$ cat src/hw/rtl/kst_pkg.sv
// Shared types, character constants, token codes and helpers for the keyword string tokenizer.
// Used by kst_scan, kst_outq and keyword_string_tokenizer_top.
// No dependencies.
package kst_pkg;

    localparam int OFFSET_WIDTH_DEF = 24;
    localparam int LINE_WIDTH_DEF   = 20;
    localparam int Q_DEPTH          = 4;

    localparam logic [7:0] CH_LBRACE  = 8'h7B;
    localparam logic [7:0] CH_RBRACE  = 8'h7D;
    localparam logic [7:0] CH_DASH    = 8'h2D;
    localparam logic [7:0] CH_UNDER   = 8'h5F;
    localparam logic [7:0] CH_NL      = 8'h0A;
    localparam logic [7:0] CH_CR      = 8'h0D;
    localparam logic [7:0] CH_TAB     = 8'h09;
    localparam logic [7:0] CH_SPACE   = 8'h20;
    localparam logic [7:0] CH_QUOTE   = 8'h22;
    localparam logic [7:0] CH_NUL     = 8'h00;
    localparam logic [7:0] CH_LOWER_E = 8'h65;
    localparam logic [7:0] CH_LOWER_O = 8'h6F;

    localparam logic [2:0] KIND_END     = 3'd0;
    localparam logic [2:0] KIND_LBRACE  = 3'd1;
    localparam logic [2:0] KIND_RBRACE  = 3'd2;
    localparam logic [2:0] KIND_ENTRY   = 3'd3;
    localparam logic [2:0] KIND_OUT     = 3'd4;
    localparam logic [2:0] KIND_STRING  = 3'd5;
    localparam logic [2:0] KIND_WORD    = 3'd6;
    localparam logic [2:0] KIND_UNKNOWN = 3'd7;

    localparam logic [1:0] ERR_NONE      = 2'd0;
    localparam logic [1:0] ERR_UNTERM    = 2'd1;
    localparam logic [1:0] ERR_STRING_NL = 2'd2;

    localparam logic [2:0] WLEN_MAX   = 3'd6;
    localparam logic [2:0] ENTRY_LEN  = 3'd5;
    localparam logic [2:0] OUT_LEN    = 3'd3;

    typedef enum logic [4:0] {
        MODE_IDLE    = 5'b00001,
        MODE_DASH    = 5'b00010,
        MODE_COMMENT = 5'b00100,
        MODE_WORD    = 5'b01000,
        MODE_STRING  = 5'b10000
    } t_mode;

    // Write strobes from the scanner to the result queue; push1 only with push0.
    typedef struct packed {
        logic push0;
        logic push1;
    } t_push;

    function automatic logic name_start_char(input logic [7:0] c);
        return (c == CH_UNDER) || (c >= 8'h41 && c <= 8'h5A) || (c >= 8'h61 && c <= 8'h7A);
    endfunction

    function automatic logic name_body_char(input logic [7:0] c);
        return name_start_char(c) || (c >= 8'h30 && c <= 8'h39);
    endfunction

    function automatic logic [7:0] entry_char(input logic [2:0] idx);
        logic [7:0] ch;
        unique case (idx)
            3'd0:    ch = 8'h65;
            3'd1:    ch = 8'h6E;
            3'd2:    ch = 8'h74;
            3'd3:    ch = 8'h72;
            3'd4:    ch = 8'h79;
            default: ch = CH_NUL;
        endcase
        return ch;
    endfunction

    function automatic logic [7:0] out_char(input logic [2:0] idx);
        logic [7:0] ch;
        unique case (idx)
            3'd0:    ch = 8'h6F;
            3'd1:    ch = 8'h75;
            3'd2:    ch = 8'h74;
            default: ch = CH_NUL;
        endcase
        return ch;
    endfunction

endpackage

$ cat src/hw/rtl/keyword_string_tokenizer_top.sv
// Top level of the keyword string tokenizer: input register, scanner and result queue.
// Depends on kst_pkg, kst_scan and kst_outq.
//
// One source byte is taken per beat, and a new byte can be accepted every cycle while
// o_stall is low. An accepted byte waits in the input register until the scanner takes it,
// and its zero, one or two tokens are queued for the output channel.
// A four-entry result queue decouples the two sides; the input stalls only while the
// queue cannot take two more results, so the sustained rate is one byte per cycle
// as long as the bytes average no more than one token each and the output is drained.
// The o_last flag marks the final token caused by one input byte.
module keyword_string_tokenizer_top #(
    parameter int OFFSET_WIDTH = kst_pkg::OFFSET_WIDTH_DEF,
    parameter int LINE_WIDTH   = kst_pkg::LINE_WIDTH_DEF
) (
    input  logic                    i_clk,
    input  logic                    i_rst_n,
    input  logic                    i_valid,
    output logic                    o_stall,
    input  logic [7:0]              i_in_byte,
    input  logic                    i_in_end,
    output logic                    o_valid,
    input  logic                    i_stall,
    output logic [2:0]              o_token_kind,
    output logic [1:0]              o_error_code,
    output logic [LINE_WIDTH-1:0]   o_token_line,
    output logic [OFFSET_WIDTH-1:0] o_text_offset,
    output logic [OFFSET_WIDTH-1:0] o_text_length,
    output logic                    o_last
);

    localparam int RES_W = 3 + 2 + LINE_WIDTH + 2 * OFFSET_WIDTH + 1;

    logic              r_in_valid, n_in_valid;
    logic [7:0]        r_byte;
    logic              r_end;
    logic              accept, step, q_room;
    kst_pkg::t_push    push;
    logic [RES_W-1:0]  res0, res1, head;

    assign step    = r_in_valid && q_room;
    assign o_stall = r_in_valid && !q_room;
    assign accept  = i_valid && !o_stall;

    always_comb begin
        n_in_valid = accept || (r_in_valid && !step);
    end

    always_ff @(posedge i_clk) begin
        if (!i_rst_n) begin
            r_in_valid <= 1'b0;
        end else begin
            r_in_valid <= n_in_valid;
        end
    end

    always_ff @(posedge i_clk) begin
        if (accept) begin
            r_byte <= i_in_byte;
            r_end  <= i_in_end;
        end
    end

    kst_scan #(
        .OFFSET_WIDTH (OFFSET_WIDTH),
        .LINE_WIDTH   (LINE_WIDTH),
        .RES_W        (RES_W)
    ) u_scan (
        .i_clk   (i_clk),
        .i_rst_n (i_rst_n),
        .i_step  (step),
        .i_byte  (r_byte),
        .i_end   (r_end),
        .o_push  (push),
        .o_res0  (res0),
        .o_res1  (res1)
    );

    kst_outq #(
        .DATA_W (RES_W)
    ) u_outq (
        .i_clk   (i_clk),
        .i_rst_n (i_rst_n),
        .i_push  (push),
        .i_data0 (res0),
        .i_data1 (res1),
        .o_room  (q_room),
        .o_valid (o_valid),
        .i_stall (i_stall),
        .o_data  (head)
    );

    assign {o_token_kind, o_error_code, o_token_line,
            o_text_offset, o_text_length, o_last} = head;

    // A held byte must stay put until the scanner takes it.
    a_hold_input: assert property (@(posedge i_clk) disable iff (!i_rst_n)
        (r_in_valid && !step) |=> (r_in_valid && $stable(r_byte) && $stable(r_end)))
        else $error("pending input beat lost or changed");

endmodule

$ cat src/hw/rtl/kst_scan.sv
// Scanner state and combinational token step for the keyword string tokenizer.
// Depends on kst_pkg; produces up to two packed results per step for kst_outq.
module kst_scan #(
    parameter int OFFSET_WIDTH = kst_pkg::OFFSET_WIDTH_DEF,
    parameter int LINE_WIDTH   = kst_pkg::LINE_WIDTH_DEF,
    parameter int RES_W        = 3 + 2 + LINE_WIDTH + 2 * OFFSET_WIDTH + 1
) (
    input  logic               i_clk,
    input  logic               i_rst_n,
    input  logic               i_step,
    input  logic [7:0]         i_byte,
    input  logic               i_end,
    output kst_pkg::t_push     o_push,
    output logic [RES_W-1:0]   o_res0,
    output logic [RES_W-1:0]   o_res1
);

    kst_pkg::t_mode            r_mode, n_mode;
    logic [OFFSET_WIDTH-1:0]   r_pos, n_pos;
    logic [LINE_WIDTH-1:0]     r_line, n_line;
    logic [OFFSET_WIDTH-1:0]   r_tok_start, n_tok_start;
    logic [LINE_WIDTH-1:0]     r_tok_line, n_tok_line;
    logic [2:0]                r_wlen, n_wlen;
    logic [1:0]                r_kw, n_kw;

    logic                      end_c;
    logic [OFFSET_WIDTH-1:0]   pos_inc;
    logic [LINE_WIDTH-1:0]     line_inc;
    logic [OFFSET_WIDTH-1:0]   tok_len;
    logic [2:0]                word_kind;

    logic [2:0]                k0, k1;
    logic [1:0]                e0, e1;
    logic [LINE_WIDTH-1:0]     l0, l1;
    logic [OFFSET_WIDTH-1:0]   o0, o1, z0, z1;
    logic                      push0, push1, do_idle, ie_valid;
    logic [2:0]                ie_kind;

    assign end_c    = i_end || (i_byte == kst_pkg::CH_NUL);
    assign pos_inc  = (r_pos == '1) ? r_pos : r_pos + OFFSET_WIDTH'(1);
    assign line_inc = (r_line == '1) ? r_line : r_line + LINE_WIDTH'(1);
    assign tok_len  = r_pos - r_tok_start;

    always_comb begin
        if (r_kw[0] && r_wlen == kst_pkg::ENTRY_LEN) begin
            word_kind = kst_pkg::KIND_ENTRY;
        end else if (r_kw[1] && r_wlen == kst_pkg::OUT_LEN) begin
            word_kind = kst_pkg::KIND_OUT;
        end else begin
            word_kind = kst_pkg::KIND_WORD;
        end
    end

    always_comb begin
        n_mode      = r_mode;
        n_pos       = r_pos;
        n_line      = r_line;
        n_tok_start = r_tok_start;
        n_tok_line  = r_tok_line;
        n_wlen      = r_wlen;
        n_kw        = r_kw;
        k0 = kst_pkg::KIND_END; e0 = kst_pkg::ERR_NONE; l0 = '0; o0 = '0; z0 = '0;
        k1 = kst_pkg::KIND_END; e1 = kst_pkg::ERR_NONE; l1 = '0; o1 = '0; z1 = '0;
        push0    = 1'b0;
        push1    = 1'b0;
        do_idle  = 1'b0;
        ie_valid = 1'b0;
        ie_kind  = kst_pkg::KIND_UNKNOWN;

        if (i_step) begin
            if (end_c) begin
                // Flush any pending token, then the end token unless a string was open.
                unique case (r_mode)
                    kst_pkg::MODE_WORD: begin
                        push0 = 1'b1; k0 = word_kind;
                        l0 = r_tok_line; o0 = r_tok_start; z0 = tok_len;
                        push1 = 1'b1; k1 = kst_pkg::KIND_END;
                        l1 = r_line; o1 = r_pos; z1 = '0;
                    end
                    kst_pkg::MODE_DASH: begin
                        push0 = 1'b1; k0 = kst_pkg::KIND_UNKNOWN;
                        l0 = r_tok_line; o0 = r_tok_start; z0 = OFFSET_WIDTH'(1);
                        push1 = 1'b1; k1 = kst_pkg::KIND_END;
                        l1 = r_line; o1 = r_pos; z1 = '0;
                    end
                    kst_pkg::MODE_STRING: begin
                        push0 = 1'b1; k0 = kst_pkg::KIND_STRING; e0 = kst_pkg::ERR_UNTERM;
                        l0 = r_tok_line; o0 = r_tok_start; z0 = tok_len;
                    end
                    default: begin
                        push0 = 1'b1; k0 = kst_pkg::KIND_END;
                        l0 = r_line; o0 = r_pos; z0 = '0;
                    end
                endcase
                n_mode      = kst_pkg::MODE_IDLE;
                n_pos       = '0;
                n_line      = LINE_WIDTH'(1);
                n_tok_start = '0;
                n_tok_line  = LINE_WIDTH'(1);
                n_wlen      = '0;
                n_kw        = 2'b11;
            end else begin
                unique case (r_mode)
                    kst_pkg::MODE_WORD: begin
                        if (kst_pkg::name_body_char(i_byte)) begin
                            n_kw[0] = r_kw[0] && (r_wlen < kst_pkg::ENTRY_LEN)
                                      && (i_byte == kst_pkg::entry_char(r_wlen));
                            n_kw[1] = r_kw[1] && (r_wlen < kst_pkg::OUT_LEN)
                                      && (i_byte == kst_pkg::out_char(r_wlen));
                            n_wlen  = (r_wlen >= kst_pkg::WLEN_MAX) ? kst_pkg::WLEN_MAX
                                                                    : r_wlen + 3'd1;
                            n_pos   = pos_inc;
                        end else begin
                            push0 = 1'b1; k0 = word_kind;
                            l0 = r_tok_line; o0 = r_tok_start; z0 = tok_len;
                            do_idle = 1'b1;
                        end
                    end
                    kst_pkg::MODE_DASH: begin
                        if (i_byte == kst_pkg::CH_DASH) begin
                            n_mode = kst_pkg::MODE_COMMENT;
                            n_pos  = pos_inc;
                        end else begin
                            push0 = 1'b1; k0 = kst_pkg::KIND_UNKNOWN;
                            l0 = r_tok_line; o0 = r_tok_start; z0 = OFFSET_WIDTH'(1);
                            do_idle = 1'b1;
                        end
                    end
                    kst_pkg::MODE_COMMENT: begin
                        if (i_byte == kst_pkg::CH_NL) begin
                            n_line = line_inc;
                            n_mode = kst_pkg::MODE_IDLE;
                        end
                        n_pos = pos_inc;
                    end
                    kst_pkg::MODE_STRING: begin
                        if (i_byte == kst_pkg::CH_QUOTE) begin
                            push0 = 1'b1; k0 = kst_pkg::KIND_STRING;
                            l0 = r_tok_line; o0 = r_tok_start; z0 = tok_len;
                            n_pos  = pos_inc;
                            n_mode = kst_pkg::MODE_IDLE;
                        end else if (i_byte == kst_pkg::CH_NL) begin
                            push0 = 1'b1; k0 = kst_pkg::KIND_STRING;
                            e0 = kst_pkg::ERR_STRING_NL;
                            l0 = r_tok_line; o0 = r_tok_start; z0 = tok_len;
                            n_mode      = kst_pkg::MODE_IDLE;
                            n_pos       = '0;
                            n_line      = LINE_WIDTH'(1);
                            n_tok_start = '0;
                            n_tok_line  = LINE_WIDTH'(1);
                            n_wlen      = '0;
                            n_kw        = 2'b11;
                        end else begin
                            n_pos = pos_inc;
                        end
                    end
                    default: begin
                        do_idle = 1'b1;
                    end
                endcase

                // The current byte is handled as from idle: whitespace is skipped, other bytes emit or open a token.
                if (do_idle) begin
                    n_mode = kst_pkg::MODE_IDLE;
                    n_pos  = pos_inc;
                    if (i_byte == kst_pkg::CH_SPACE || i_byte == kst_pkg::CH_TAB
                        || i_byte == kst_pkg::CH_CR || i_byte == kst_pkg::CH_NL) begin
                        if (i_byte == kst_pkg::CH_NL) begin
                            n_line = line_inc;
                        end
                    end else if (i_byte == kst_pkg::CH_LBRACE) begin
                        ie_valid = 1'b1; ie_kind = kst_pkg::KIND_LBRACE;
                    end else if (i_byte == kst_pkg::CH_RBRACE) begin
                        ie_valid = 1'b1; ie_kind = kst_pkg::KIND_RBRACE;
                    end else if (i_byte == kst_pkg::CH_QUOTE) begin
                        n_tok_start = pos_inc;
                        n_tok_line  = r_line;
                        n_mode      = kst_pkg::MODE_STRING;
                    end else if (kst_pkg::name_start_char(i_byte)) begin
                        n_tok_start = r_pos;
                        n_tok_line  = r_line;
                        n_wlen      = 3'd1;
                        n_kw        = {i_byte == kst_pkg::CH_LOWER_O,
                                       i_byte == kst_pkg::CH_LOWER_E};
                        n_mode      = kst_pkg::MODE_WORD;
                    end else if (i_byte == kst_pkg::CH_DASH) begin
                        n_tok_start = r_pos;
                        n_tok_line  = r_line;
                        n_mode      = kst_pkg::MODE_DASH;
                    end else begin
                        ie_valid = 1'b1; ie_kind = kst_pkg::KIND_UNKNOWN;
                    end

                    if (ie_valid) begin
                        if (push0) begin
                            push1 = 1'b1; k1 = ie_kind;
                            l1 = r_line; o1 = r_pos; z1 = OFFSET_WIDTH'(1);
                        end else begin
                            push0 = 1'b1; k0 = ie_kind;
                            l0 = r_line; o0 = r_pos; z0 = OFFSET_WIDTH'(1);
                        end
                    end
                end
            end
        end
    end

    assign o_push.push0 = push0;
    assign o_push.push1 = push1;
    assign o_res0 = {k0, e0, l0, o0, z0, !push1};
    assign o_res1 = {k1, e1, l1, o1, z1, 1'b1};

    always_ff @(posedge i_clk) begin
        if (!i_rst_n) begin
            r_mode      <= kst_pkg::MODE_IDLE;
            r_pos       <= '0;
            r_line      <= LINE_WIDTH'(1);
            r_tok_start <= '0;
            r_tok_line  <= LINE_WIDTH'(1);
            r_wlen      <= '0;
            r_kw        <= 2'b11;
        end else begin
            r_mode      <= n_mode;
            r_pos       <= n_pos;
            r_line      <= n_line;
            r_tok_start <= n_tok_start;
            r_tok_line  <= n_tok_line;
            r_wlen      <= n_wlen;
            r_kw        <= n_kw;
        end
    end

    // An end of source leaves the counters at their restart values.
    a_end_restarts: assert property (@(posedge i_clk) disable iff (!i_rst_n)
        (i_step && end_c) |=> (r_pos == '0 && r_line == LINE_WIDTH'(1)
                               && r_mode == kst_pkg::MODE_IDLE))
        else $error("counters did not restart after end of source");

    a_start_before_pos: assert property (@(posedge i_clk) disable iff (!i_rst_n)
        r_tok_start <= r_pos)
        else $error("token start ran past the byte position");

endmodule

$ cat src/hw/rtl/kst_outq.sv
// Small result queue between the scanner and the output channel.
// Depends on kst_pkg; takes up to two results per cycle and presents one per beat.
module kst_outq #(
    parameter int DATA_W = 8
) (
    input  logic               i_clk,
    input  logic               i_rst_n,
    input  kst_pkg::t_push     i_push,
    input  logic [DATA_W-1:0]  i_data0,
    input  logic [DATA_W-1:0]  i_data1,
    output logic               o_room,
    output logic               o_valid,
    input  logic               i_stall,
    output logic [DATA_W-1:0]  o_data
);

    // The pointers wrap naturally, so the depth is a power of two.
    localparam int DEPTH = kst_pkg::Q_DEPTH;
    localparam int PW = $clog2(DEPTH);
    localparam int CW = $clog2(DEPTH + 1);

    logic [DATA_W-1:0] r_mem [DEPTH];
    logic [PW-1:0]     r_wr, n_wr;
    logic [PW-1:0]     r_rd, n_rd;
    logic [CW-1:0]     r_count, n_count;
    logic              pop;

    assign o_valid = (r_count != '0);
    assign o_data  = r_mem[r_rd];
    assign o_room  = (r_count <= CW'(DEPTH - 2));
    assign pop     = o_valid && !i_stall;

    always_comb begin
        n_wr    = r_wr + PW'(i_push.push0) + PW'(i_push.push1);
        n_rd    = r_rd + PW'(pop);
        n_count = r_count + CW'(i_push.push0) + CW'(i_push.push1) - CW'(pop);
    end

    always_ff @(posedge i_clk) begin
        if (i_push.push0) begin
            r_mem[r_wr] <= i_data0;
        end
        if (i_push.push1) begin
            r_mem[r_wr + PW'(1)] <= i_data1;
        end
    end

    always_ff @(posedge i_clk) begin
        if (!i_rst_n) begin
            r_wr    <= '0;
            r_rd    <= '0;
            r_count <= '0;
        end else begin
            r_wr    <= n_wr;
            r_rd    <= n_rd;
            r_count <= n_count;
        end
    end

    a_no_overflow: assert property (@(posedge i_clk) disable iff (!i_rst_n)
        r_count <= CW'(DEPTH))
        else $error("result queue overflow");

    a_push_order: assert property (@(posedge i_clk) disable iff (!i_rst_n)
        i_push.push1 |-> i_push.push0)
        else $error("second result pushed without the first");

    a_push_needs_room: assert property (@(posedge i_clk) disable iff (!i_rst_n)
        i_push.push0 |-> o_room)
        else $error("result pushed while the queue lacked room for two");

endmodule
$ cat config.mk
export PLATFORM = sky130hd
export DESIGN_NAME = keyword_string_tokenizer_top
export DESIGN_NICKNAME = d
export VERILOG_FILES = /design/src/hw/rtl/kst_pkg.sv /design/src/hw/rtl/keyword_string_tokenizer_top.sv /design/src/hw/rtl/kst_scan.sv /design/src/hw/rtl/kst_outq.sv
export SDC_FILE = /design/constraint.sdc
export NUM_CORES = 1
export LEC_CHECK = 0
export ABC_AREA = 0
export ABC_CLOCK_PERIOD_IN_PS = 10500
export BUFFER_PORTS_ARGS = -buffer_cell sky130_fd_sc_hd__buf_4
export CORE_ASPECT_RATIO = 1.25
export CORE_MARGIN = 2
export CORE_UTILIZATION = 25
export CTS_CLUSTER_SIZE = 28
export DETAILED_ROUTE_END_ITERATION = 16
export SLEW_MARGIN = 15
export SYNTH_ARGS = -nofsm -noshare
export SYNTH_HDL_FRONTEND = slang
export SYNTH_SLANG_ARGS = --single-unit
$ cat constraint.sdc
create_clock -name i_clk -period 10.5 [get_ports i_clk]
set_input_delay 1.575 -clock i_clk [delete_from_list [all_inputs] [get_ports i_clk]]
set_output_delay 1.575 -clock i_clk [all_outputs]
set_load 0.05 [all_outputs]
==> results.py <==
metrics = {
    "run_status": {
        "status": "completed",
    },
    "die": {
        "fp.coreArea_um2": 86900,
        "boundaryPins": 89,
        "die_y_um": 334,
        "die_x_um": 268,
        "fp-row-count": 121,
        "die_area_um2": 89800,
        "floorplan.initialDensity_pct": 25.1,
    },
    "worst_setup_path": {
        "cp_max_fo": 59,
        "cp_slowest_cell": "o21ai_4",
        "reg2reg_slack_ps": 5570,
        "worstSetupStartpointType": "flip-flop",
        "crit_arrival_ps": 5340,
        "crit_family": "simple AND/OR/NAND/NOR gates",
        "crit_chain": "or4b_1 -> nor2_1 -> o2111ai_1 -> nand3_2 -> a311oi_4 -> nor2_2 -> nand2_4 -> o21ai_4 -> buf_4 -> o2bb2ai_1",
        "cpPeakStageDelay_ps": 910,
        "crit_required_ps": 10910,
        "worstSetupPathType": "reg -> reg",
        "critPathBufInv": 1,
        "cp-end-kind": "flip-flop",
    },
    "grt": {
        "grt_max_degree": 63,
        "grt_usage_pct": 15.4,
        "antenna_found_initial": 0,
        "grt_pass1_vias": 16900,
        "grt-ovfl-total": 0,
        "grt_pass1_wl_mm": 107,
    },
    "placement": {
        "placed_area_um2": 23400,
        "dp_hpwl_mm": 46.7,
        "port_buffers": 88,
        "gp_congestion": 0.907,
    },
    "synth": {
        "synth_top_flop_cell": "dfxtp_1",
        "avgSynthCellArea_um2": 10.4,
        "netlist-cell-type-count": 96,
        "synth_edf_count": 201,
        "yosysSeqAreaShare_pct": 46.9,
        "netlist_instances": 2107,
        "synth_fp_nets": 2157,
        "ys_ff_latch": 411,
        "ys_warn_count": 0,
        "async_flop_share_pct": 0,
        "netlist_area_um2": 21800,
    },
    "sta": {
        "finalCritPeriodShare_pct": 47.0,
        "relSlewSlack_pct": 19.8,
        "hold_viol": 0,
        "setup_tns_ps": 0,
        "rsz0062_at_grt": "false",
        "tightest_slew_ps": 1190,
        "fmax_mhz": 203,
        "maxSlewViolCount": 0,
        "setup_viol": 0,
        "skew_ps": 22.1,
        "min_period_ps": 4930,
    },
    "hold_path": {
        "hold_path_class": "reg -> reg",
    },
    "clock_tree": {
        "clk_pin_slew_worst_paths_ps": 70,
        "holdBufCountCts": 0,
        "cts-root-buf": "clkbuf_16",
        "clkSinkCount": 411,
        "post-cts-setup-buffers": 0,
        "numCtsBuffers": 42,
        "cts_max_level": 2,
        "worstSkewPairLatency_ps": 570,
        "cts_tree": "yes",
        "clockBufferDepth": 3,
        "cts_resized": 0,
    },
    "routing": {
        "wl_per_cell_um": 21.4,
        "drt_iter0_markers": 1804,
        "wirelength_mm": 70.4,
        "ant_nets": 0,
        "vias": 17300,
        "vias_per_cell": 5.27,
        "drc": 0,
        "firstDrtPassIters": 8,
    },
    "cells_and_area": {
        "fillers": 9114,
        "drive_gt1_share_pct": 14.5,
        "nets": 2141,
        "area_delta_synth_final_pct": 13.6,
        "num_antenna_cells": 0,
        "final_area_um2": 24800,
    },
    "pwr": {
        "irDropWorstVdd_mv": 0.109,
        "p_per_area_nw_per_um2": 194,
        "power_leakage_nw": 7.66,
    },
    "job": {
        "maxCapViolCount": 0,
    },
}
## registers in the layout, summed over array words and instances (netlist names)
signal	count
u_outq.r_wr	2
u_outq.r_count	3
u_scan.r_tok_line	20
u_scan.r_line	20
u_outq.r_rd	2
u_scan.r_wlen	3
u_outq.r_mem	296
u_scan.r_pos	24
u_scan.r_tok_start	24
r_in_valid	1
u_scan.r_mode	5
u_scan.r_kw	2
r_end	1
r_byte	8
## metal layers
layer	vias up	wire, um	share of wire [%]	global-route usage [%]
li1	7999	-	-	-
met1	8634	28100	40	18.8
met2	567	35700	51	27.3
met3	133	3770	5.4	2.05
met4	0	2720	3.9	6.10
met5	-	0	0	0
## synthesized netlist by cell type, types with 7 or more instances
master     number  area share [%]
buf_2          25            0.57
edfxtp_1      201              28
xnor2_1        18            0.72
o21ai_0       161             3.7
nor4_1          7            0.20
o22ai_1        16            0.46
buf_6          14            0.72
or3_1          10            0.29
a21boi_0       10            0.34
a22o_1         52             2.1
nor2b_1        49             1.4
nand4_1        21            0.60
nand2_1       212             3.6
nand2b_1       14            0.40
buf_4          13            0.45
buf_1          14            0.24
a22oi_1        24            0.82
nor2_1        118             2.0
and4_1          8            0.32
o32ai_1         7            0.28
xor2_1         11            0.44
a21oi_1        99             2.3
inv_1          50            0.86
a31oi_1        22            0.63
o31ai_1        13            0.45
nor3_1         50             1.1
mux4_2         74             7.6
ha_1           33             1.9
a21o_1         17            0.58
o21a_1         13            0.45
and3_1         19            0.54
and2_1         19            0.54
dfxtp_1       210              19
nand3_1        55             1.3
clkbuf_1      110             1.9
o2bb2ai_1     183             7.3
a211oi_1        7            0.24
## placed cells by master, fill, tap and decap left out, types with 55 or more instances in the layout
cell,instances
a21oi_1,99
o21ai_0,160
nor2_1,117
nand2_1,212
edfxtp_1,201
buf_4,118
mux4_2,74
o2bb2ai_1,183
nand3_1,55
dfxtp_1,208
## cell families after synthesis
kind of cell / Yosys count / synth area share, %
AOI/OAI and AO/OA: 690 / 22.6
xor gates and xnor gates: 29 / 1.16
and+or+nand+nor: 629 / 14.3
muxes: 81 / 7.96
adders and majority gates: 37 / 2.26
buffers and inverters: 230 / 4.81
DFF: 411 / 46.9
## final cells by class
| type | count | area (um^2) | share of cell area [%] |
|---|---|---|---|
| multi-input combinational | 1466 | 10600 | 42.7 |
| clock buffer | 52 | 1120 | 4.51 |
| sequential | 411 | 10200 | 41.3 |
| timing repair buffer | 118 | 886 | 3.57 |
| clock inverter | 24 | 305 | 1.23 |
| tap | 1168 | 1460 | 5.89 |
| inverter | 52 | 195 | 0.787 |
## through the flow
stage | worst slack (ps) | hold WS (ps) | utilization, % | std cells | power (W)
3_3_place_gp | 5720 | 428 | 26.9 | 3215 | 0.00328
2_1_floorplan | 6790 | 420 | - | 2107 | 0.00283
3_5_place_dp | 5620 | 437 | 26.9 | 3215 | 0.00329
6_report | 5570 | 451 | 28.5 | 3291 | 0.00480
4_1_cts | 5610 | 453 | 28.5 | 3291 | 0.00486
5_1_grt | 5280 | 469 | 28.5 | 3291 | 0.00499
## power breakdown
part	internal (W)	switching (W)	leakage, nW
clock network	0.000914	0.000665	0.694
logic	0.000442	0.000905	3.48
registers	0.00178	0.000100	3.49
## path summary, 6_finish.rpt
check | from | to | depth (start not counted)
setup / recovery | u_scan.r_mode[1]$_SDFFE_PN0P_ | u_outq.r_mem[1][43]$_DFFE_PP_ | 10
hold / removal | u_outq.r_mem[2][5]$_SDFFE_PP0N_ | u_outq.r_mem[2][5]$_SDFFE_PP0N_ | 2
setup reg to reg | u_scan.r_mode[1]$_SDFFE_PN0P_ | u_outq.r_mem[1][43]$_DFFE_PP_ | 10
hold reg to reg | u_outq.r_mem[2][5]$_SDFFE_PP0N_ | u_outq.r_mem[2][5]$_SDFFE_PP0N_ | 2
## worst reg2reg max path, stage by stage, from the launching register on
cell,delay [ps]
dfxtp_1,350
or4b_1,600
nor2_1,710
o2111ai_1,330
nand3_2,220
a311oi_4,90
nor2_2,370
nand2_4,540
o21ai_4,930
buf_4,450
o2bb2ai_1,180
No activity file was read; power rests on OpenSTA's default activity.
